===== src/hw/rtl/triangle_tangent_generator_defines.svh =====
// Assertion macros used by the tangent generator back unit.
`ifndef TRIANGLE_TANGENT_GENERATOR_DEFINES_SVH
`define TRIANGLE_TANGENT_GENERATOR_DEFINES_SVH
`ifndef SYNTHESIS
`define TTG_ASSERT(lbl, ck, rstn, prop) \
    lbl: assert property (@(posedge ck) disable iff (!rstn) prop) \
        else $error("tangent generator assertion failed");
`define TTG_ASSERT_ALWAYS(lbl, ck, prop) \
    lbl: assert property (@(posedge ck) prop) \
        else $error("tangent generator assertion failed");
`else
`define TTG_ASSERT(lbl, ck, rstn, prop)
`define TTG_ASSERT_ALWAYS(lbl, ck, prop)
`endif
`endif


===== src/hw/rtl/ttg_fifo.sv =====
`timescale 1ns / 1ps
module ttg_fifo #(
    parameter int W     = 8,
    parameter int DEPTH = 2
) (
    input  logic         clk,
    input  logic         rst_n,
    input  logic         push_valid,
    output logic         push_ready,
    input  logic [W-1:0] push_data,
    output logic         pop_valid,
    input  logic         pop_ready,
    output logic [W-1:0] pop_data
);

    localparam int AW = (DEPTH > 1) ? $clog2(DEPTH) : 1;
    localparam int NW = $clog2(DEPTH + 1);

    logic [W-1:0]  mem_reg [DEPTH];
    logic [AW-1:0] wr_ptr_reg, rd_ptr_reg;
    logic [NW-1:0] count_reg;
    logic          push, pop;

    assign push_ready = (count_reg != NW'(DEPTH));
    assign pop_valid  = (count_reg != '0);
    assign push       = push_valid && push_ready;
    assign pop        = pop_valid && pop_ready;
    assign pop_data   = mem_reg[rd_ptr_reg];

    // Pointers and fill count.
    always_ff @(posedge clk or negedge rst_n)
    begin
        if (!rst_n)
        begin
            wr_ptr_reg <= '0;
            rd_ptr_reg <= '0;
            count_reg  <= '0;
        end
        else
        begin
            if (push)
                wr_ptr_reg <= (wr_ptr_reg == AW'(DEPTH - 1)) ? '0 : wr_ptr_reg + AW'(1);
            if (pop)
                rd_ptr_reg <= (rd_ptr_reg == AW'(DEPTH - 1)) ? '0 : rd_ptr_reg + AW'(1);
            if (push && !pop)
                count_reg <= count_reg + NW'(1);
            else if (pop && !push)
                count_reg <= count_reg - NW'(1);
        end
    end

    // Storage.
    always_ff @(posedge clk)
    begin
        if (push)
            mem_reg[wr_ptr_reg] <= push_data;
    end

endmodule


===== config.mk =====
export PLATFORM = sky130hd
export DESIGN_NAME = ttg_fifo
export DESIGN_NICKNAME = d
export VERILOG_FILES = /design/src/hw/rtl/triangle_tangent_generator_defines.svh /design/src/hw/rtl/ttg_fifo.sv
export SDC_FILE = /design/constraint.sdc
export NUM_CORES = 1
export LEC_CHECK = 0
export ABC_AREA = 1
export ABC_CLOCK_PERIOD_IN_PS = 2100
export BUFFER_PORTS_ARGS = -buffer_cell sky130_fd_sc_hd__clkbuf_2
export CAP_MARGIN = 20
export CORE_UTILIZATION = 57
export CTS_BUF_LIST = sky130_fd_sc_hd__clkbuf_8
export CTS_CLUSTER_DIAMETER = 60
export DETAILED_ROUTE_END_ITERATION = 10
export GPL_TIMING_DRIVEN = 0
export PLACE_DENSITY = 0.85
export REMOVE_ABC_BUFFERS = 1
export SLEW_MARGIN = 20
export SYNTH_ARGS = -nofsm -noshare
export SYNTH_HDL_FRONTEND = slang
export SYNTH_SLANG_ARGS = --single-unit

===== constraint.sdc =====
create_clock -name clk -period 2.1 [get_ports clk]
set_input_delay 0.42 -clock clk [delete_from_list [all_inputs] [get_ports clk]]
set_output_delay 0.42 -clock clk [all_outputs]
set_load 0.005 [all_outputs]

==> impl_metrics.json, run 1 <==
{
  "critPathTopFamily": "flip-flops",
  "antenna_found_initial": 0,
  "route.vias.total": 558,
  "port_buffers": 21,
  "cp_slowest_cell": "dfrtp_1",
  "synth-simple-area-share": 0.207,
  "final.setup.tns_ns": 0,
  "synth.area.top_cells": "edfxtp_1 58%, nand2_1 14%, dfrtp_1 12%, nand2_4 2.7%, xor2_2 2.0%",
  "yosys.area.top_type_share": 0.581,
  "clk_pin_slew_worst_paths_ns": 0.07,
  "synth_fa_ha_area_frac": 0.0151,
  "start_util": 0.628,
  "worst-path-buf-inv": 2,
  "route.antenna.remaining_nets": 0,
  "syn-cell-area_sq_um": 827,
  "cap_violations": 0,
  "avgRoutedWirePerCell_um": 12.4,
  "outcome": "finished clean",
  "cp_common_cell": "nand2_1",
  "powerDensity_nw_per_um2": 1350,
  "p_seq_frac": 0.469,
  "cts_tree": "yes",
  "critical_path_class": "flip-flop to output pin",
  "dp_slack_ns": 0.579,
  "synth_edf_count": 16,
  "io_pins": 22,
  "fin_crit_ns": 1.63,
  "hpwl_um": 1020,
  "min_path_type": "primary input to flip-flop",
  "ir_worst_vdd_mv": 0.996,
  "synth_flop_cell": "edfxtp_1",
  "min_period_over_period": 0.779,
  "drv_slew": 0,
  "cp-start-kind": "flip-flop",
  "skew_ns": 0.00224,
  "synth_seq_area_share": 0.702,
  "setup_slack_ns": 0.465,
  "grt_pass1_wl_um": 1860,
  "hold_buffers": 1,
  "power.internal_uw": 872,
  "cp_data_required_time_ns": 1.68,
  "nets": 109,
  "clock-sinks": 20,
  "slowest_delay_ns": 0.55,
  "first_iter_violations": 9,
  "ys_async_sr_fraction": 0.200,
  "synth_compound_area_frac": 0,
  "rows": 13,
  "ys_seq_elements": 20,
  "path_max_fanout": 10,
  "viasPerCell": 5.07,
  "hold_violations": 0,
  "wl_um": 1360,
  "core_sq_um": 1320,
  "leakage_uw": 0.000475,
  "synth_most_common_cell": "nand2_1",
  "ctsResizeCount": 0,
  "pwr-share-clk": 0.181,
  "tightest_slew_ns": 0.705,
  "p_comb_frac": 0.350,
  "synth_top_area_cell": "edfxtp_1",
  "die_x_um": 40.1,
  "area_growth_pct": 20.3,
  "switchingPower_uw": 474,
  "grt_overflow": 0,
  "die_area_sq_um": 1610,
  "largest_reg_flops": 16,
  "fin_util": 0.755,
  "layout-drive-gt1-share": 0.337,
  "place_inst": 105,
  "die_h_um": 40.1,
  "rsz0062_at_grt": "no",
  "ctsRootBufferMaster": "clkbuf_8",
  "synth_area_per_cell_sq_um": 11.8,
  "fmax_ghz": 0.612,
  "grt_pass1_vias": 433,
  "path_cells": "inv_2, nand2_1, nand2_1, clkbuf_2",
  "h-tree-depth": 1,
  "cts_made_buffers": 3,
  "cp-end-kind": "output pin",
  "instances_no_fill": 110,
  "finalSetupViolCount": 0,
  "antenna_cells": 0,
  "arrival_ns": 1.21,
  "p_total_uw": 1350,
  "relSlewSlack": 0.528,
  "synth_xor_area_frac": 0.0303,
  "synth_common_cells": "30 x nand2_1, 16 x edfxtp_1, 4 x dfrtp_1, 4 x inv_1, 3 x inv_2",
  "switching_share": 0.352,
  "gp_congestion": 0.832,
  "worstSkewPairLatency_ns": 0.25,
  "clk_path_buf_depth": 2,
  "yosys_warnings": 0,
  "drc": 0,
  "ys_types": 14,
  "muxShareOfSynthArea": 0,
  "first_pass_iters": 4,
  "synthCells": 70,
  "grt_max_degree": 12,
  "synth_top_family_by_area": "simple AND/OR/NAND/NOR gates",
  "cts_setup_buffers": 0,
  "grt_usage": 0.188
}
-- stage by stage --
step | area [sq um] | hold slack [ns]
after global placement | 940 | 0.235
after global routing | 995 | 0.349
after CTS | 995 | 0.347
final | 995 | 0.354
after floorplan | 816 | 0.124
after detailed placement | 940 | 0.237
-- power groups by stage --
stage / Clock, uW / Sequential (uW) / Combinational [uW]
floorplan: 0 / 617 / 305
global placement: 0 / 629 / 445
detailed placement: 0 / 637 / 474
CTS: 252 / 629 / 478
global route: 259 / 642 / 539
finish: 244 / 631 / 471
-- final timing paths --
path,endpoint,slack (ns),startpoint,cells after the start
min,mem_reg[0][5]$_DFFE_PP_,0.35,push_data[5],1
max in group asynchronous,wr_ptr_reg$_DFFE_PN0N_,1.46,rst_n,2
max reg2reg,mem_reg[0][1]$_DFFE_PP_,0.57,count_reg[0]$_DFFE_PN0P_,4
min in group asynchronous,count_reg[1]$_DFFE_PN0P_,0.51,rst_n,2
max,pop_data[7],0.47,rd_ptr_reg$_DFFE_PN0P_,4
min reg2reg,count_reg[0]$_DFFE_PN0P_,0.54,count_reg[0]$_DFFE_PN0P_,1
-- layout by cell type (no fill, tap or decap), drive strengths merged --
master and n:
clkbuf 24, clkinv 1, dfrtp 4, dlygate4sd3 1, edfxtp 16, ha 1
inv 7, nand2 34, nand3 2, nand4 1, nor2 2, xnor2 1
xor2 1
-- per-layer routing --
layer,routed length (um),GRT usage
met4,15,0.103
met1,559,0.233
met3,56,0.0333
met5,0,0
met2,733,0.310
-- kinds of logic (layout without fill, tap and decap cells) --
| group | Yosys count | after routing |
|---|---|---|
| xor gates and xnor gates | 2 | 2 |
| adders and majority gates | 1 | 1 |
| buffers and inverters | 8 | 33 |
| DFF | 20 | 20 |
| and+or+nand+nor | 39 | 39 |
-- area by class of cell --
class | count | area, sq um
Tap cell | 15 | 18.8
Fill cell | 80 | 323
Timing Repair Buffer | 22 | 115
Multi-Input combinational cell | 42 | 209
Inverter | 7 | 26.3
Clock inverter | 1 | 3.75
Sequential cell | 20 | 581
Clock buffer | 3 | 41.3
(Power assumes the default switching activity.)
==> run 2, diff against run 1 <==
Settings changed: ABC_CLOCK_PERIOD_IN_PS 2100 to 1480, CORE_UTILIZATION 57 to 47, PLACE_DENSITY 0.85 to 0.75.
Clock period 2.1 ns to 1.48 ns, I/O delays scaled along.
==> run 2 against run 1 <==
Compared with the run above:
- clock power rose by 43%
- total power rose by 45%
- setup slack got worse by 0.39 ns
- sequential power rose by 43%
- critical path depth did not move
- wire length fell by 2.3%
- non-clock buffer count did not move
- clock skew fell by 0.0014 ns
- design area rose by 2.3%
- hold slack got worse by 0.13 ns
==> impl_metrics.json, run 2 (synthesized netlist as in run 1, its figures left out) <==
{
  "outcome": "finished clean",
  "hold_end": "mem_reg[0][6]$_DFFE_PP_",
  "num-fill-cells": 126,
  "cp-end-kind": "output pin",
  "h-tree-depth": 1,
  "holdPathStages": 1,
  "leakage_uw": 0.000474,
  "fin_crit_ns": 1.40,
  "cts_tree": "yes",
  "port_buffers": 21,
  "tightest_slew_ns": 0.437,
  "hpwl_um": 943,
  "reg2reg_depth": 4,
  "multi_input_area_sq_um": 226,
  "min_path_type": "primary input to flip-flop",
  "setup_slack_ns": 0.0791,
  "skew_ns": 0.000803,
  "area_growth_pct": 23.0,
  "cp_data_required_time_ns": 1.18,
  "dp_slack_ns": -0.0503,
  "largest_reg_flops": 16,
  "grt-busiest-layer": "met2",
  "worstSkewPairLatency_ns": 0.25,
  "core_sq_um": 1580,
  "antenna_cells": 0,
  "layout-drive-gt1-share": 0.379,
  "relSlewSlack": 0.709,
  "fin_area_sq_um": 1020,
  "cts_setup_buffers": 0,
  "met3_usage": 0.0583,
  "path_max_fanout": 10,
  "seq_area_sq_um": 582,
  "clock-sinks": 20,
  "antenna_found_initial": 0,
  "hold_start": "push_data[6]",
  "pwr-share-clk": 0.179,
  "ctsRootBufferMaster": "clkbuf_8",
  "io_pins": 22,
  "grt_usage": 0.153,
  "grt_pass1_wl_um": 2010,
  "r2r-start": "count_reg[0]$_DFFE_PN0P_",
  "arrival_ns": 1.10,
  "placed_area_sq_um": 941,
  "clk_path_buf_depth": 2,
  "rsz0062_at_grt": "no",
  "wl_um": 1330,
  "cap_violations": 0,
  "first_iter_violations": 10,
  "grt_util_met2": 0.257,
  "ir_worst_vdd_mv": 1.23,
  "drc": 0,
  "p_seq_frac": 0.463,
  "layout_common_cells": "30 x nand2_1, 21 x clkbuf_2, 16 x edfxtp_1, 4 x inv_1",
  "start_util": 0.525,
  "rows": 14,
  "powerDensity_nw_per_um2": 1920,
  "die_x_um": 44.0,
  "hold_violations": 0,
  "first_pass_iters": 3,
  "nets": 109,
  "grtUsageMet1": 0.170,
  "route.vias.total": 529,
  "drv_slew": 0,
  "viasPerCell": 4.77,
  "p_comb_frac": 0.358,
  "grt_max_degree": 12,
  "route.antenna.remaining_nets": 0,
  "fmax_ghz": 0.714,
  "grt_pass1_vias": 493,
  "grt_overflow": 0,
  "rr_endpoint": "mem_reg[0][1]$_DFFE_PP_",
  "switching_share": 0.353,
  "gp_congestion": 0.827,
  "min_period_over_period": 0.947,
  "rrSetupSlack_ns": 0.15,
  "cts_made_buffers": 3,
  "die_h_um": 44.0,
  "final_common_cell": "nand2_1",
  "avgRoutedWirePerCell_um": 12.0,
  "finalSetupViolCount": 0,
  "switchingPower_uw": 688,
  "critical_path_class": "flip-flop to output pin",
  "p_total_uw": 1950,
  "clk_pin_slew_worst_paths_ns": 0.07,
  "power.internal_uw": 1260,
  "cp-start-kind": "flip-flop",
  "die_area_sq_um": 1930
}
[run 2: layer usage]
| layer | wire length [um] | vias up |
|---|---|---|
| li1 | - | 272 |
| met1 | 557 | 241 |
| met2 | 682 | 13 |
| met3 | 71 | 3 |
| met4 | 21 | 0 |
| met5 | 0 | - |
[run 2: layout make-up]
| cell class | count | share of cell area |
|---|---|---|
| clock buffer | 3 | 0.0406 |
| inverter | 7 | 0.0283 |
| multi-input combinational | 42 | 0.223 |
| sequential | 20 | 0.572 |
| clock inverter | 1 | 0.00369 |
| timing repair buffer | 22 | 0.113 |
| tap | 16 | 0.0197 |
[run 2: critical path, cell delays in order, from the launching register on]
cell and delay [ns]:
dfrtp_2 0.50, inv_4 0.13, nand2_1 0.06, nand2_1 0.06, clkbuf_2 0.11
[run 2: metrics by stage]
| stage | std cells | util | setup TNS, ns | hold slack (ns) |
|---|---|---|---|---|
| 2_1_floorplan | 69 | - | 0 | 0.000409 |
| 5_1_grt | 111 | 0.645 | 0 | 0.220 |
| 4_1_cts | 111 | 0.636 | 0 | 0.221 |
| 6_report | 111 | 0.645 | 0 | 0.227 |
| 3_3_place_gp | 106 | 0.597 | -0.293 | 0.112 |
| 3_5_place_dp | 106 | 0.597 | -0.613 | 0.111 |
[run 2: repair_timing]
| item | in CTS | in global routing |
|---|---|---|
| pin swaps | 0 | 0 |
| hold endpoints to repair | 4 | 0 |
| resized for setup | 3 | 2 |
| endpoints found under the setup margin | 24 | 9 |
| hold buffers | 1 | 0 |
[run 2: how the worst max path moves through the flow]
| stage | start | endpoint | slack [ns] | cells after the start |
|---|---|---|---|---|
| 5_1_grt | rd_ptr_reg$_DFFE_PN0P_ | pop_data[1] | 0.009 | 4 |
| 4_1_cts | rd_ptr_reg$_DFFE_PN0P_ | pop_data[2] | 0.03 | 4 |
| 3_5_place_dp | count_reg[0]$_DFFE_PN0P_ | mem_reg[1][3]$_DFFE_PP_ | -0.05 | 4 |
| 6_report | rd_ptr_reg$_DFFE_PN0P_ | pop_data[4] | 0.08 | 4 |
| 2_1_floorplan | count_reg[0]$_DFFE_PN0P_ | mem_reg[0][0]$_DFFE_PP_ | 0.17 | 4 |
| 3_3_place_gp | count_reg[0]$_DFFE_PN0P_ | mem_reg[0][3]$_DFFE_PP_ | -0.02 | 4 |
[run 2: power groups by stage]
stage | logic, uW | clock network (uW) | registers, uW
6_report | 698 | 348 | 903
2_1_floorplan | 432 | 0 | 876
3_3_place_gp | 636 | 0 | 895
4_1_cts | 673 | 359 | 897
3_5_place_dp | 663 | 0 | 904
5_1_grt | 792 | 380 | 921
