--- src/hw/rtl/triangle_tangent_generator_defines.svh ---
// Assertion macros used by the tangent generator back unit.
`ifndef TRIANGLE_TANGENT_GENERATOR_DEFINES_SVH
`define TRIANGLE_TANGENT_GENERATOR_DEFINES_SVH
`ifndef SYNTHESIS
`define TTG_ASSERT(lbl, ck, rstn, prop) \
    lbl: assert property (@(posedge ck) disable iff (!rstn) prop) \
        else $error("tangent generator assertion failed");
`define TTG_ASSERT_ALWAYS(lbl, ck, prop) \
    lbl: assert property (@(posedge ck) prop) \
        else $error("tangent generator assertion failed");
`else
`define TTG_ASSERT(lbl, ck, rstn, prop)
`define TTG_ASSERT_ALWAYS(lbl, ck, prop)
`endif
`endif

--- src/hw/rtl/ttg_pkg.sv ---
`timescale 1ns / 1ps
package ttg_pkg;

    // Fields of one vertex and number of differences per triangle.
    localparam int FIELDS      = 5;
    localparam int DIFF_FIELDS = 10;

    // Places of the differences in a triangle word.
    localparam int IDX_E10  = 0;
    localparam int IDX_E20  = 3;
    localparam int IDX_DU10 = 6;
    localparam int IDX_DV10 = 7;
    localparam int IDX_DU20 = 8;
    localparam int IDX_DV20 = 9;

    // Depth of the triangle queue between front and back.
    localparam int Q_DEPTH = 2;

    // Normalised magnitudes have their top bit here.
    localparam int NORM_TOP = 29;
    // Width of the sum of squares and of the square root unit.
    localparam int SUM_W  = 64;
    localparam int ROOT_W = 32;

    // Beats emitted per triangle.
    localparam logic [1:0] TRI_BEATS = 2'd3;

endpackage

--- src/hw/rtl/ttg_interfaces.sv ---
`timescale 1ns / 1ps
// Vertex channel.
interface ttg_vertex_if #(parameter int CW = 24);
    logic                 valid;
    logic                 ready;
    logic signed [CW-1:0] pos_x;
    logic signed [CW-1:0] pos_y;
    logic signed [CW-1:0] pos_z;
    logic signed [CW-1:0] tex_u;
    logic signed [CW-1:0] tex_v;
    logic                 end_of_mesh;

    modport source(output valid, pos_x, pos_y, pos_z, tex_u, tex_v, end_of_mesh,
                   input ready);
    modport sink(input valid, pos_x, pos_y, pos_z, tex_u, tex_v, end_of_mesh,
                 output ready);
endinterface


--- src/hw/rtl/ttg_front.sv ---
`timescale 1ns / 1ps
module ttg_front #(
    parameter int CW = 24
) (
    input  logic                                     clk,
    input  logic                                     rst_n,
    ttg_vertex_if.sink                               vertex,
    output logic                                     tri_valid,
    input  logic                                     tri_ready,
    output logic [ttg_pkg::DIFF_FIELDS*(CW+1)-1:0]   tri_data
);

    localparam int D = CW + 1;
    localparam logic [1:0] SLOT_V0 = 2'd0;
    localparam logic [1:0] SLOT_V1 = 2'd1;
    localparam logic [1:0] SLOT_V2 = 2'd2;

    logic [1:0]           slot_reg, slot_next;
    logic [1:0]           slot_eff;
    logic                 third;
    logic                 accept;
    logic signed [CW-1:0] held_reg [2][ttg_pkg::FIELDS];
    logic signed [CW-1:0] cur [ttg_pkg::FIELDS];

    // Current vertex as an array of fields.
    assign cur[0] = vertex.pos_x;
    assign cur[1] = vertex.pos_y;
    assign cur[2] = vertex.pos_z;
    assign cur[3] = vertex.tex_u;
    assign cur[4] = vertex.tex_v;

    // The unused slot code behaves as the first vertex.
    assign slot_eff = (slot_reg == SLOT_V2 || slot_reg == SLOT_V1) ? slot_reg : SLOT_V0;
    assign third    = (slot_eff == SLOT_V2) && !vertex.end_of_mesh;

    // A third vertex waits for room in the queue; everything else is taken at once.
    assign tri_valid    = vertex.valid && third;
    assign vertex.ready = third ? tri_ready : 1'b1;
    assign accept       = vertex.valid && vertex.ready;

    // Slot sequencing.
    always_comb
    begin
        slot_next = slot_reg;
        if (accept)
        begin
            if (vertex.end_of_mesh || third)
                slot_next = SLOT_V0;
            else
                slot_next = slot_eff + 2'd1;
        end
    end

    always_ff @(posedge clk or negedge rst_n)
    begin
        if (!rst_n)
            slot_reg <= SLOT_V0;
        else
            slot_reg <= slot_next;
    end

    // Hold the first two vertices.
    always_ff @(posedge clk)
    begin
        if (accept && !vertex.end_of_mesh && !third)
        begin
            for (int i = 0; i < ttg_pkg::FIELDS; i++)
                held_reg[slot_eff[0]][i] <= cur[i];
        end
    end

    // Edge and texture differences of the completed triangle.
    always_comb
    begin
        for (int i = 0; i < 3; i++)
        begin
            tri_data[(ttg_pkg::IDX_E10 + i)*D +: D] = D'(held_reg[1][i]) - D'(held_reg[0][i]);
            tri_data[(ttg_pkg::IDX_E20 + i)*D +: D] = D'(cur[i]) - D'(held_reg[0][i]);
        end
        tri_data[ttg_pkg::IDX_DU10*D +: D] = D'(held_reg[1][3]) - D'(held_reg[0][3]);
        tri_data[ttg_pkg::IDX_DV10*D +: D] = D'(held_reg[1][4]) - D'(held_reg[0][4]);
        tri_data[ttg_pkg::IDX_DU20*D +: D] = D'(cur[3]) - D'(held_reg[0][3]);
        tri_data[ttg_pkg::IDX_DV20*D +: D] = D'(cur[4]) - D'(held_reg[0][4]);
    end

endmodule

--- src/flat_wrapper.sv ---
// flat-port wrapper written by rule: the top's interface ports become plain ports
module ttg_front_flat 
#(
    parameter int CW = 24
)
  (clk, rst_n, tri_valid, tri_ready, tri_data, vertex_valid, vertex_pos_x, vertex_pos_y, vertex_pos_z, vertex_tex_u, vertex_tex_v, vertex_end_of_mesh, vertex_ready);
  ttg_vertex_if #(.CW(CW)) vertex_i ();
  input  logic clk;
  input  logic rst_n;
  output logic tri_valid;
  input  logic tri_ready;
  output logic [ttg_pkg::DIFF_FIELDS*(CW+1)-1:0] tri_data;
  input wire logic [$bits(vertex_i.valid)-1:0] vertex_valid;
  input wire logic [$bits(vertex_i.pos_x)-1:0] vertex_pos_x;
  input wire logic [$bits(vertex_i.pos_y)-1:0] vertex_pos_y;
  input wire logic [$bits(vertex_i.pos_z)-1:0] vertex_pos_z;
  input wire logic [$bits(vertex_i.tex_u)-1:0] vertex_tex_u;
  input wire logic [$bits(vertex_i.tex_v)-1:0] vertex_tex_v;
  input wire logic [$bits(vertex_i.end_of_mesh)-1:0] vertex_end_of_mesh;
  output wire logic [$bits(vertex_i.ready)-1:0] vertex_ready;
  assign vertex_i.valid = vertex_valid;
  assign vertex_i.pos_x = vertex_pos_x;
  assign vertex_i.pos_y = vertex_pos_y;
  assign vertex_i.pos_z = vertex_pos_z;
  assign vertex_i.tex_u = vertex_tex_u;
  assign vertex_i.tex_v = vertex_tex_v;
  assign vertex_i.end_of_mesh = vertex_end_of_mesh;
  assign vertex_ready = vertex_i.ready;
  ttg_front #(.CW(CW)) u_core (.clk(clk), .rst_n(rst_n), .vertex(vertex_i), .tri_valid(tri_valid), .tri_ready(tri_ready), .tri_data(tri_data));
endmodule
--- config.mk ---
export PLATFORM = sky130hd
export DESIGN_NAME = ttg_front_flat
export DESIGN_NICKNAME = d
export VERILOG_FILES = /design/src/hw/rtl/triangle_tangent_generator_defines.svh /design/src/hw/rtl/ttg_pkg.sv /design/src/hw/rtl/ttg_interfaces.sv /design/src/hw/rtl/ttg_front.sv /design/src/flat_wrapper.sv
export SDC_FILE = /design/constraint.sdc
export NUM_CORES = 1
export LEC_CHECK = 0
export BUFFER_PORTS_ARGS = -buffer_cell sky130_fd_sc_hd__buf_2
export CAP_MARGIN = 20
export CELL_PAD_IN_SITES_DETAIL_PLACEMENT = 1
export CELL_PAD_IN_SITES_GLOBAL_PLACEMENT = 1
export CORE_ASPECT_RATIO = 1.25
export CORE_MARGIN = 2
export CORE_UTILIZATION = 45
export CTS_CLUSTER_DIAMETER = 30
export DETAILED_ROUTE_END_ITERATION = 10
export PLACE_DENSITY_LB_ADDON = 0.1
export SYNTH_ARGS = -nofsm -noshare
export SYNTH_HDL_FRONTEND = slang
export SYNTH_SLANG_ARGS = --single-unit
--- constraint.sdc ---
create_clock -name clk -period 19.55 [get_ports clk]
set_clock_uncertainty 0.2 [all_clocks]
set_input_delay 1.955 -clock clk [delete_from_list [all_inputs] [get_ports clk]]
set_output_delay 1.955 -clock clk [all_outputs]
set_load 0.01 [all_outputs]
==> results of run 1 <==
stage by stage:
step | std cells | hold slack [ps] | utilization (%)
2_1_floorplan | 1960 | 272.0 | -
3_3_place_gp | 2881 | 292.0 | 51.72
3_5_place_dp | 2881 | 317.6 | 51.72
4_1_cts | 2966 | 333.3 | 55.42
5_1_grt | 2975 | 353.6 | 55.47
6_report | 2977 | 322.6 | 55.49
worst paths after layout:
path                                                 from                                to
hold reg to reg            u_core.slot_reg[1]$_DFFE_PN0N_    u_core.slot_reg[1]$_DFFE_PN0N_
setup reg to reg           u_core.slot_reg[0]$_DFFE_PN0N_  u_core.held_reg[1][47]$_DFFE_PP_
hold / removal             u_core.slot_reg[1]$_DFFE_PN0N_    u_core.slot_reg[1]$_DFFE_PN0N_
min in group asynchronous                           rst_n    u_core.slot_reg[0]$_DFFE_PN0N_
setup / recovery                          vertex_pos_x[0]                      tri_data[97]
max in group asynchronous                           rst_n    u_core.slot_reg[1]$_DFFE_PN0N_
metal layers:
| metal | global-route usage (%) | vias up | share of wire [%] |
|---|---|---|---|
| li1 | - | 8040 | - |
| met1 | 27.09 | 7831 | 39 |
| met2 | 45.40 | 373 | 51 |
| met3 | 5.337 | 144 | 5.5 |
| met4 | 11.06 | 16 | 4.3 |
| met5 | 0 | - | 0.15 |
cell families after synthesis:
group | Yosys count | synth area share, %
compound gates | 594 | 20.37
xor+xnor | 197 | 8.963
fa+ha+maj | 252 | 16.77
buf+inv | 211 | 4.179
flops | 242 | 37.70
mux | 1 | 0.05849
simple gates | 463 | 11.96
power breakdown:
group / total, uW / switching [uW] / internal, uW
registers: 632 / 11.9 / 620
logic: 816 / 488 / 328
clock network: 785 / 290 / 495
worst reg2reg max path: cells and delay by family, from the launching register on:
| kind | cells | cell delay (ps) |
|---|---|---|
| buffers and inverters | 3 | 1470 |
| AND/OR/NAND/NOR | 2 | 1140 |
| flip-flops | 1 | 370 |
| adder cells (fa/ha/maj) | 1 | 210 |
cells in the mapped netlist, types with 14 or more instances:
| library cell | instances |
|---|---|
| edfxtp_1 | 240 |
| nor2b_1 | 49 |
| and3_1 | 19 |
| o21bai_1 | 19 |
| o21a_1 | 39 |
| nor3_1 | 34 |
| ha_1 | 242 |
| a21oi_1 | 160 |
| a21o_1 | 122 |
| nor2_1 | 128 |
| nand3_1 | 30 |
| o21ai_0 | 100 |
| xor2_1 | 58 |
| nand4_1 | 17 |
| xnor2_1 | 139 |
| inv_1 | 193 |
| nand2_1 | 102 |
| nand2b_1 | 35 |
| a211oi_1 | 17 |
| o211ai_1 | 14 |
| a31oi_1 | 19 |
layout make-up:
cell class | count | share of cell area (%)
clock buffers | 48 | 4.955
flip-flops and latches | 242 | 31.03
repair buffers | 380 | 8.175
inverters | 193 | 3.098
clock inverters | 37 | 1.723
well taps | 559 | 2.991
multi-input cells | 1507 | 47.91
diodes | 11 | 0.1177
==> flow_summary.toml, run 1 <==
[global_route]
grt_use_total_pct = 24.75
grt_max_degree = 64
overflow = 0
grt_pass1_vias = 17472
grt_pass1_wl_um = 88880
antenna_found_initial = 18

[synth]
yosysUniqueCellTypes = 82
syn_area_per_cell_um2 = 9.821
synthCells = 1960
synthFlopType = "edfxtp_1"
synth_top_cell_by_area = "edfxtp_1"
syn_area_mm2 = 0.01925
synth_fp_nets = 2337
post-synth-top-area-fraction_pct = 37.44
synthTopCellsByArea = "edfxtp_1 (37%), ha_1 (16%), xnor2_1 (6.3%)"
synthArstFlopShare_pct = 0.8264
yosysSeqAreaShare_pct = 37.70
ys_ff_latch = 242
ys.warnings.count = 0
synth_edf_count = 240

[clock_network]
cts_tree = "built"
holdBufCountCts = 0
cts_buffers = 46
cts_resized = 0
clk_pin_slew_ps = 50
post_cts_buffers = 0
cts_sinks = 242
cts_root_buf = "clkbuf_16"
htreeDepth = 2
clockBufferDepth = 3
insertion_delay_ps = 560

[worst_setup_path]
slowest_delay_ps = 380
cp_cell_sequence = "buf_2 -> inv_1 -> ha_1 -> fa_1 -> nor2b_1 -> o21a_1 -> o21ai_0 -> a211oi_2 -> nor4_2 -> nor3b_1 -> o31ai_1 -> mux2_2 -> a211oi_1 -> buf_2"
critical_path.top_delay_family = "compound AO/OA/AOI/OAI gates"
end_kind = "output port"
crit_type = "input port to output port"
path_max_fanout = 3
critical_path_required_ps = 17400
r2r_slack_ps = 15720
start_kind = "input port"
cp_num_buf_inv = 3
arrival_ps = 4880
r2r.worst_path.cells = 6
cpMostUsedCell = "buf_2"
path_depth = 14
crit_slowest_cell = "nor4_2"

[routing]
wl_per_cell_um = 18.88
drc_errors = 0
via_per_inst = 5.510
wl_um = 56210
drt_iter0_drc = 532
ant_nets = 0
vias = 16404
first_pass_iters = 4

[sta]
worstMarginPinSlew_ps = 929.1
relSlewSlack_pct = 38.06
rsz0062_at_grt = "no"
fin_setup_tns_ps = 0
drv_slew = 0
fin_crit_sh_pct = 36.00
setup_slack_ps = 12510
setup_viol = 0
period_minus_slack_ps = 7038
max_freq_mhz = 142.1
hold_viol = 0

[pwr]
p_total_uw = 2233
total_leakage_power_uw = 0.01080
powerDensity_mw_per_mm2 = 95.49
ir_drop_mv = 0.06875

[hold_path]
hold_depth = 2
hp-class = "flip-flop to flip-flop"

[cells_and_area]
largest_reg_flops = 240
multiInputGateArea_mm2 = 0.01120
drive_gt1_share_pct = 20.44
final_common_cell = "buf_2"
register_area_mm2 = 0.007257
area_growth_pct = 21.48
fin_area_mm2 = 0.02338
final_cell_mix = "buf_2 (376), ha_1 (242), edfxtp_1 (240)"
fill_cells = 4838
nets = 2747

[floorplanning]
core_mm2 = 0.04215
io_pins = 377
die-area_mm2 = 0.04446
die_width_um = 189.0
rows = 84
fp.dieH_um = 235.2
start_util_pct = 45.67

[placed_design]
dpl.hpwl_um = 44570
gp_congestion = 0.8689
pre_cts_ws_ps = 12510
placed_area_mm2 = 0.02180
port_buffers = 376

[run]
maxCapViolCount = 0

[run_status]
status = "finished clean"
(Power assumes the default switching activity.)
==> run 2: changes to the inputs <==
ABC_AREA = 1   (was default)
CORE_UTILIZATION = 37   (was 45)
clock period = 6.1 ns   (was 19.55 ns; I/O delays follow)
==> run 2 against run 1 <==
Compared with the run above: first-iteration DRC count up 48%; critical path depth is the same; area after synthesis grew 34%; non-clock buffer count is 3 higher; largest cell class unchanged; register-to-register slack got worse by 13000 ps; die area up 62%; global-route usage grew 0.65 points; synthesized cell count is 110% higher; sequential power grew to 3.2 times the previous value; core utilization down 11 points.
==> flow_summary.toml, run 2 <==
[run_status]
status = "finished clean"

[pwr]
p_total_uw = 7612
ir_drop_mv = 0.1724
clkPwrFrac_pct = 35.7
switching_share_pct = 38.44
total_leakage_power_uw = 0.01805
powerDensity_mw_per_mm2 = 247.9
p_sw_uw = 2926
intPower_uw = 4685
seqPwrFrac_pct = 26.2
power_frac_comb_pct = 38.0

[floorplanning]
io_pins = 377
start_util_pct = 37.31
core_mm2 = 0.06932
die-area_mm2 = 0.07206
fp.dieH_um = 299.6
rows = 108
die_width_um = 240.5

[clock_network]
cts_root_buf = "clkbuf_16"
clockBufferDepth = 3
htreeDepth = 2
insertion_delay_ps = 570
cts_sinks = 242
clk_pin_slew_ps = 50
cts_tree = "built"
cts_buffers = 48

[worst_setup_path]
crit_type = "input port to output port"
crit_slowest_cell = "dlygate4sd3_1"
slowest_delay_ps = 540
end_kind = "output port"
r2r_slack_ps = 2980
start_kind = "input port"
cpMostUsedCell = "nand2_1"
path_max_fanout = 4
critical_path.top_delay_family = "buffers and inverters"
cp_num_buf_inv = 5
critical_path_required_ps = 5290
arrival_ps = 3070
cp_cell_sequence = "dlygate4sd3_1 -> buf_2 -> inv_1 -> ha_1 -> fa_1 -> inv_1 -> nand2_1 -> nand2_1 -> nand3_1 -> nand2_1 -> nand2_1 -> nand2_1 -> xor2_1 -> buf_2"

[sta]
period_minus_slack_ps = 3884
max_freq_mhz = 257.5
worstMarginPinSlew_ps = 923.7
rsz0062_at_grt = "no"
hold_viol = 0
fin_setup_tns_ps = 0
setup_viol = 0
fin_crit_sh_pct = 63.67
setup_slack_ps = 2216
drv_slew = 0
relSlewSlack_pct = 38.27

[routing]
vias = 26577
via_per_inst = 4.738
drc_errors = 0
ant_nets = 0
drt_iter0_drc = 789
wl_um = 92440
first_pass_iters = 5
wl_per_cell_um = 16.48

[synth]
synthFlopType = "edfxtp_1"
ys.warnings.count = 0
ys_ff_latch = 242
synthArstFlopShare_pct = 0.8264
synth_edf_count = 240
post-synth-top-area-fraction_pct = 27.86
yosysSeqAreaShare_pct = 28.05
yosysUniqueCellTypes = 20
synth_fp_nets = 4574
syn_area_per_cell_um2 = 6.163
synth.most_common_cell = "nand2_1"
synthCells = 4197
synthTopCellsByArea = "edfxtp_1 (28%), nand2_1 (25%), inv_1 (15%)"
synth_top_cell_by_area = "edfxtp_1"
synth_common_cells = "nand2_1 (1752), inv_1 (1034), nor2_1 (287), ha_1 (242), edfxtp_1 (240)"
syn_area_mm2 = 0.02587

[cells_and_area]
drive_gt1_share_pct = 11.12
final_cell_mix = "nand2_1 (1752), inv_1 (1034), buf_2 (376)"
final_common_cell = "nand2_1"
largest_reg_flops = 240
area_growth_pct = 18.69
fill_cells = 9620
nets = 5007

[placed_design]
dpl.hpwl_um = 79700
port_buffers = 376
gp_congestion = 0.9055
pre_cts_ws_ps = 2741

[hold_path]
hp-class = "input port to flip-flop"

[global_route]
overflow = 0
grt_use_total_pct = 25.40
grt_pass1_wl_um = 142300
antenna_found_initial = 19
grt_pass1_vias = 27728
grt_max_degree = 94

[run]
maxCapViolCount = 0
==> run 2: cell families after synthesis <==
logic type	synth area share, %
flip-flops	28.05
AO/OA/AOI/OAI	2.448
buffers and inverters	15.00
XOR/XNOR	4.300
adder cells (fa/ha/maj)	12.48
AND/OR/NAND/NOR	37.71
==> run 2: area by class of cell <==
| type | instances | area, um2 | area share, % |
|---|---|---|---|
| clock buffer | 51 | 1212 | 3.949 |
| sequential | 242 | 7257 | 23.64 |
| antenna | 6 | 15.01 | 0.04890 |
| inverter | 1034 | 3881 | 12.64 |
| multi-input combinational | 2921 | 14740 | 48.02 |
| timing repair buffer | 383 | 1979 | 6.447 |
| clock inverter | 37 | 444.2 | 1.447 |
| tap | 935 | 1170 | 3.810 |
==> run 2: path summary, 6_finish.rpt <==
path / from / to / cells after the start
max: vertex_tex_v[0] / tri_data[237] / 14
min: vertex_tex_u[15] / u_core.held_reg[1][39]$_DFFE_PP_ / 1
max reg2reg: u_core.slot_reg[0]$_DFFE_PN0N_ / u_core.held_reg[1][23]$_DFFE_PP_ / 9
min reg2reg: u_core.slot_reg[1]$_DFFE_PN0N_ / u_core.slot_reg[1]$_DFFE_PN0N_ / 2
max in group asynchronous: rst_n / u_core.slot_reg[1]$_DFFE_PN0N_ / 2
min in group asynchronous: rst_n / u_core.slot_reg[0]$_DFFE_PN0N_ / 2
==> run 2: power by group through the flow <==
stage                     sequential [uW]  combinational, uW  clock (uW)
after CTS                            2000               2930        2770
after detailed placement             2030               2900           0
after global routing                 2010               3250        2820
final                                2000               2900        2720
after floorplan                      2040               1790           0
after global placement               2020               2860           0
==> run 2: through the flow <==
stage	cells	util [%]	instance area (um2)	hold slack, ps
4_1_cts	5602	44.24	30670	0.8137
2_1_floorplan	4197	-	25870	114.4
5_1_grt	5605	44.28	30690	18.58
3_5_place_dp	5511	41.81	28980	195.7
3_3_place_gp	5511	41.81	28980	195.2
6_report	5609	44.29	30700	43.63
==> run 2: per-layer routing <==
layer  GRT usage, %  vias up  routed length (um)
met5              0        -                 138
met4          10.40       24                4011
met3          4.282      196                4237
met2          49.55      445               49220
met1          26.36    12365               34830
li1               -    13547                   -
==> run 2: worst reg2reg max path: cells and delay by family, from the launching register on <==
kind                       cells  cell delay [ps]
DFF                            1              350
buffers and inverters          3              620
adders and majority gates      1              190
and+or+nand+nor                5             1260
==> run 2: what timing repair did <==
| action | in CTS | in global routing |
|---|---|---|
| setup buffers | 0 | 0 |
| gates resized for setup | 0 | 0 |
| hold buffers | 3 | 0 |
| hold endpoints to repair | 6 | 0 |
==> run 3: changes to the inputs <==
ABC_AREA = 0   (was 1)
CORE_UTILIZATION = 39   (was 37)
clock period = 3.4 ns   (was 6.1 ns; I/O delays follow)
==> run 3 against run 2 <==
Compared with the run above: the flow now finishes with violations (negative setup slack); combinational power rose by 120%; clock power is 99% higher; register-to-register slack worse by 2100 ps; hold slack gained 250 ps; critical path type is now flip-flop to output port; critical endpoint is now tri_data[171].
==> flow_summary.toml, run 3 (synthesis gave the netlist of run 1 again) <==
[run_status]
status = "finished with violations"
violations = "negative setup slack"

[hold_path]
hp-start = "vertex_pos_y[19]"
holdPathEnd = "u_core.held_reg[0][91]$_DFFE_PP_"
hold_depth = 2
hp-class = "input port to flip-flop"

[clock_network]
clockBufferDepth = 3
cts_buffers = 54
cts_tree = "built"
htreeDepth = 2
cts_sinks = 242
insertion_delay_ps = 590
cts_root_buf = "clkbuf_16"
clk_pin_slew_ps = 50

[cells_and_area]
drive_gt1_share_pct = 40.53
largest_reg_flops = 240
area_growth_pct = 55.65
final_common_cell = "buf_2"
final_cell_mix = "buf_2 (357), edfxtp_1 (240), ha_1 (199)"
nets = 3115

[sta]
worstMarginPinSlew_ps = 758.3
fin_crit_sh_pct = 116.3
setup_slack_ps = -555.2
setup_viol = 142
fin_setup_tns_ps = -35050
max_freq_mhz = 252.8
period_minus_slack_ps = 3955
relSlewSlack_pct = 48.14
hold_viol = 0
rsz0062_at_grt = "yes"
drv_slew = 0

[routing]
wl_um = 71340
vias = 18576
ant_nets = 0
wl_per_cell_um = 20.71
drc_errors = 0
via_per_inst = 5.394
first_pass_iters = 5
drt_iter0_drc = 718

[worst_setup_path]
cpMostUsedCell = "a21o_1"
r2r_start = "u_core.slot_reg[0]$_DFFE_PN0N_"
end_kind = "output port"
reg2reg_to = "u_core.slot_reg[0]$_DFFE_PN0N_"
r2r_slack_ps = 870
critical_path_required_ps = 2860
start_kind = "flip-flop"
path_max_fanout = 3
slowest_delay_ps = 450
crit_type = "flip-flop to output port"
arrival_ps = 3420
cp_cell_sequence = "ha_4 -> nor2b_4 -> o21ai_2 -> a21boi_2 -> o41a_1 -> a221o_1 -> a21o_1 -> a21o_1 -> a21oi_2 -> xnor2_1 -> buf_2"
crit_slowest_cell = "edfxtp_1"
r2r.worst_path.cells = 6

[pwr]
seqPwrFrac_pct = 23.4
p_sw_uw = 5525
powerDensity_mw_per_mm2 = 519.2
clkPwrFrac_pct = 34.8
intPower_uw = 10030
switching_share_pct = 35.52
power_frac_comb_pct = 41.8
total_leakage_power_uw = 0.01335
ir_drop_mv = 0.3938

[floorplanning]
core_mm2 = 0.04907
die-area_mm2 = 0.05116
io_pins = 377
die_width_um = 202.7
start_util_pct = 39.23
fp.dieH_um = 252.4
rows = 91

[global_route]
grt_use_total_pct = 25.26
overflow = 0
grt_max_degree = 38
grt_pass1_vias = 19926
grt_pass1_wl_um = 103700
antenna_found_initial = 15

[run]
maxCapViolCount = 0

[placed_design]
gp_congestion = 0.9081
dpl.hpwl_um = 47310
pre_cts_ws_ps = -347.9
port_buffers = 376
[run 3: changes by cell type in the layout (fill, tap and decap cells not counted), sizes merged, moves of 122 or more]
cell / before / now
a21o: 0 / 122
buf: 380 / 614
dlygate4sd3: 3 / 126
inv: 1047 / 200
nand2: 1764 / 102
nand3: 204 / 30
nor2: 319 / 128
xnor2: 11 / 139
[run 3: worst max-delay path, delay by kind of cell (launching register included)]
family / cells / cell delay [ps]
AOI/OAI and AO/OA: 7 / 1670
DFF: 1 / 450
adders and majority gates: 1 / 270
buffers and inverters: 1 / 160
xor gates and xnor gates: 1 / 140
and+or+nand+nor: 1 / 120
[run 3: cell type report]
cell class / instances / area [um2]
Inverter: 193 / 729.5
Clock inverter: 45 / 538.0
Timing Repair Buffer: 740 / 5366
Antenna cell: 10 / 25.02
Fill cell: 5262 / 19110
Clock buffer: 56 / 1359
Multi-Input combinational cell: 1507 / 13870
Tap cell: 651 / 814.5
Sequential cell: 242 / 7257
[run 3: per-stage QoR]
step | hold slack [ps] | power, uW | utilization [%] | area [um2] | cells
floorplan | -155.6 | 6678 | - | 19270 | 1960
global placement | -71.35 | 8520 | 46.36 | 22750 | 3071
CTS | 248.2 | 14970 | 57.98 | 28450 | 3389
finish | 289.9 | 15560 | 61.06 | 29960 | 3444
global route | 270.0 | 16280 | 61.04 | 29960 | 3441
detailed placement | -69.71 | 8632 | 46.36 | 22750 | 3071
[run 3: routing by layer]
metal  wire, um  share of wire, %  vias to the layer above  global-route usage, %
li1           -                 -                     8776                      -
met1      26650                37                     9156                  26.90
met2      38270                54                      467                  47.53
met3       3664               5.1                      165                  5.815
met4       2674               3.7                       12                  10.51
met5         81              0.11                        -                      0
[run 3: how the worst max path moves through the flow]
stage	start	to	cells after the start
2_1_floorplan	u_core.slot_reg[0]$_DFFE_PN0N_	u_core.held_reg[0][0]$_DFFE_PP_	4
3_3_place_gp	vertex_pos_x[8]	tri_data[97]	12
3_5_place_dp	vertex_pos_x[8]	tri_data[97]	12
4_1_cts	u_core.held_reg[1][25]$_DFFE_PP_	tri_data[173]	11
5_1_grt	u_core.held_reg[0][25]$_DFFE_PP_	tri_data[171]	12
6_report	u_core.held_reg[1][25]$_DFFE_PP_	tri_data[171]	11
[run 3: repair_timing]
item	4_1_cts	5_1_grt
pin swaps	267	219
setup endpoints to repair	160	171
buffers inserted	105	75
endpoints found under the hold margin	244	0
hold buffers	126	0
resized for setup	425	248
gates cloned	0	0
[run 3: power by group through the flow]
stage / Sequential [uW] / Clock (uW) / Combinational (uW)
finish: 3640 / 5410 / 6500
global route: 3660 / 5650 / 6970
CTS: 3630 / 5480 / 5860
detailed placement: 3680 / 0 / 4950
global placement: 3670 / 0 / 4850
floorplan: 3680 / 0 / 3000
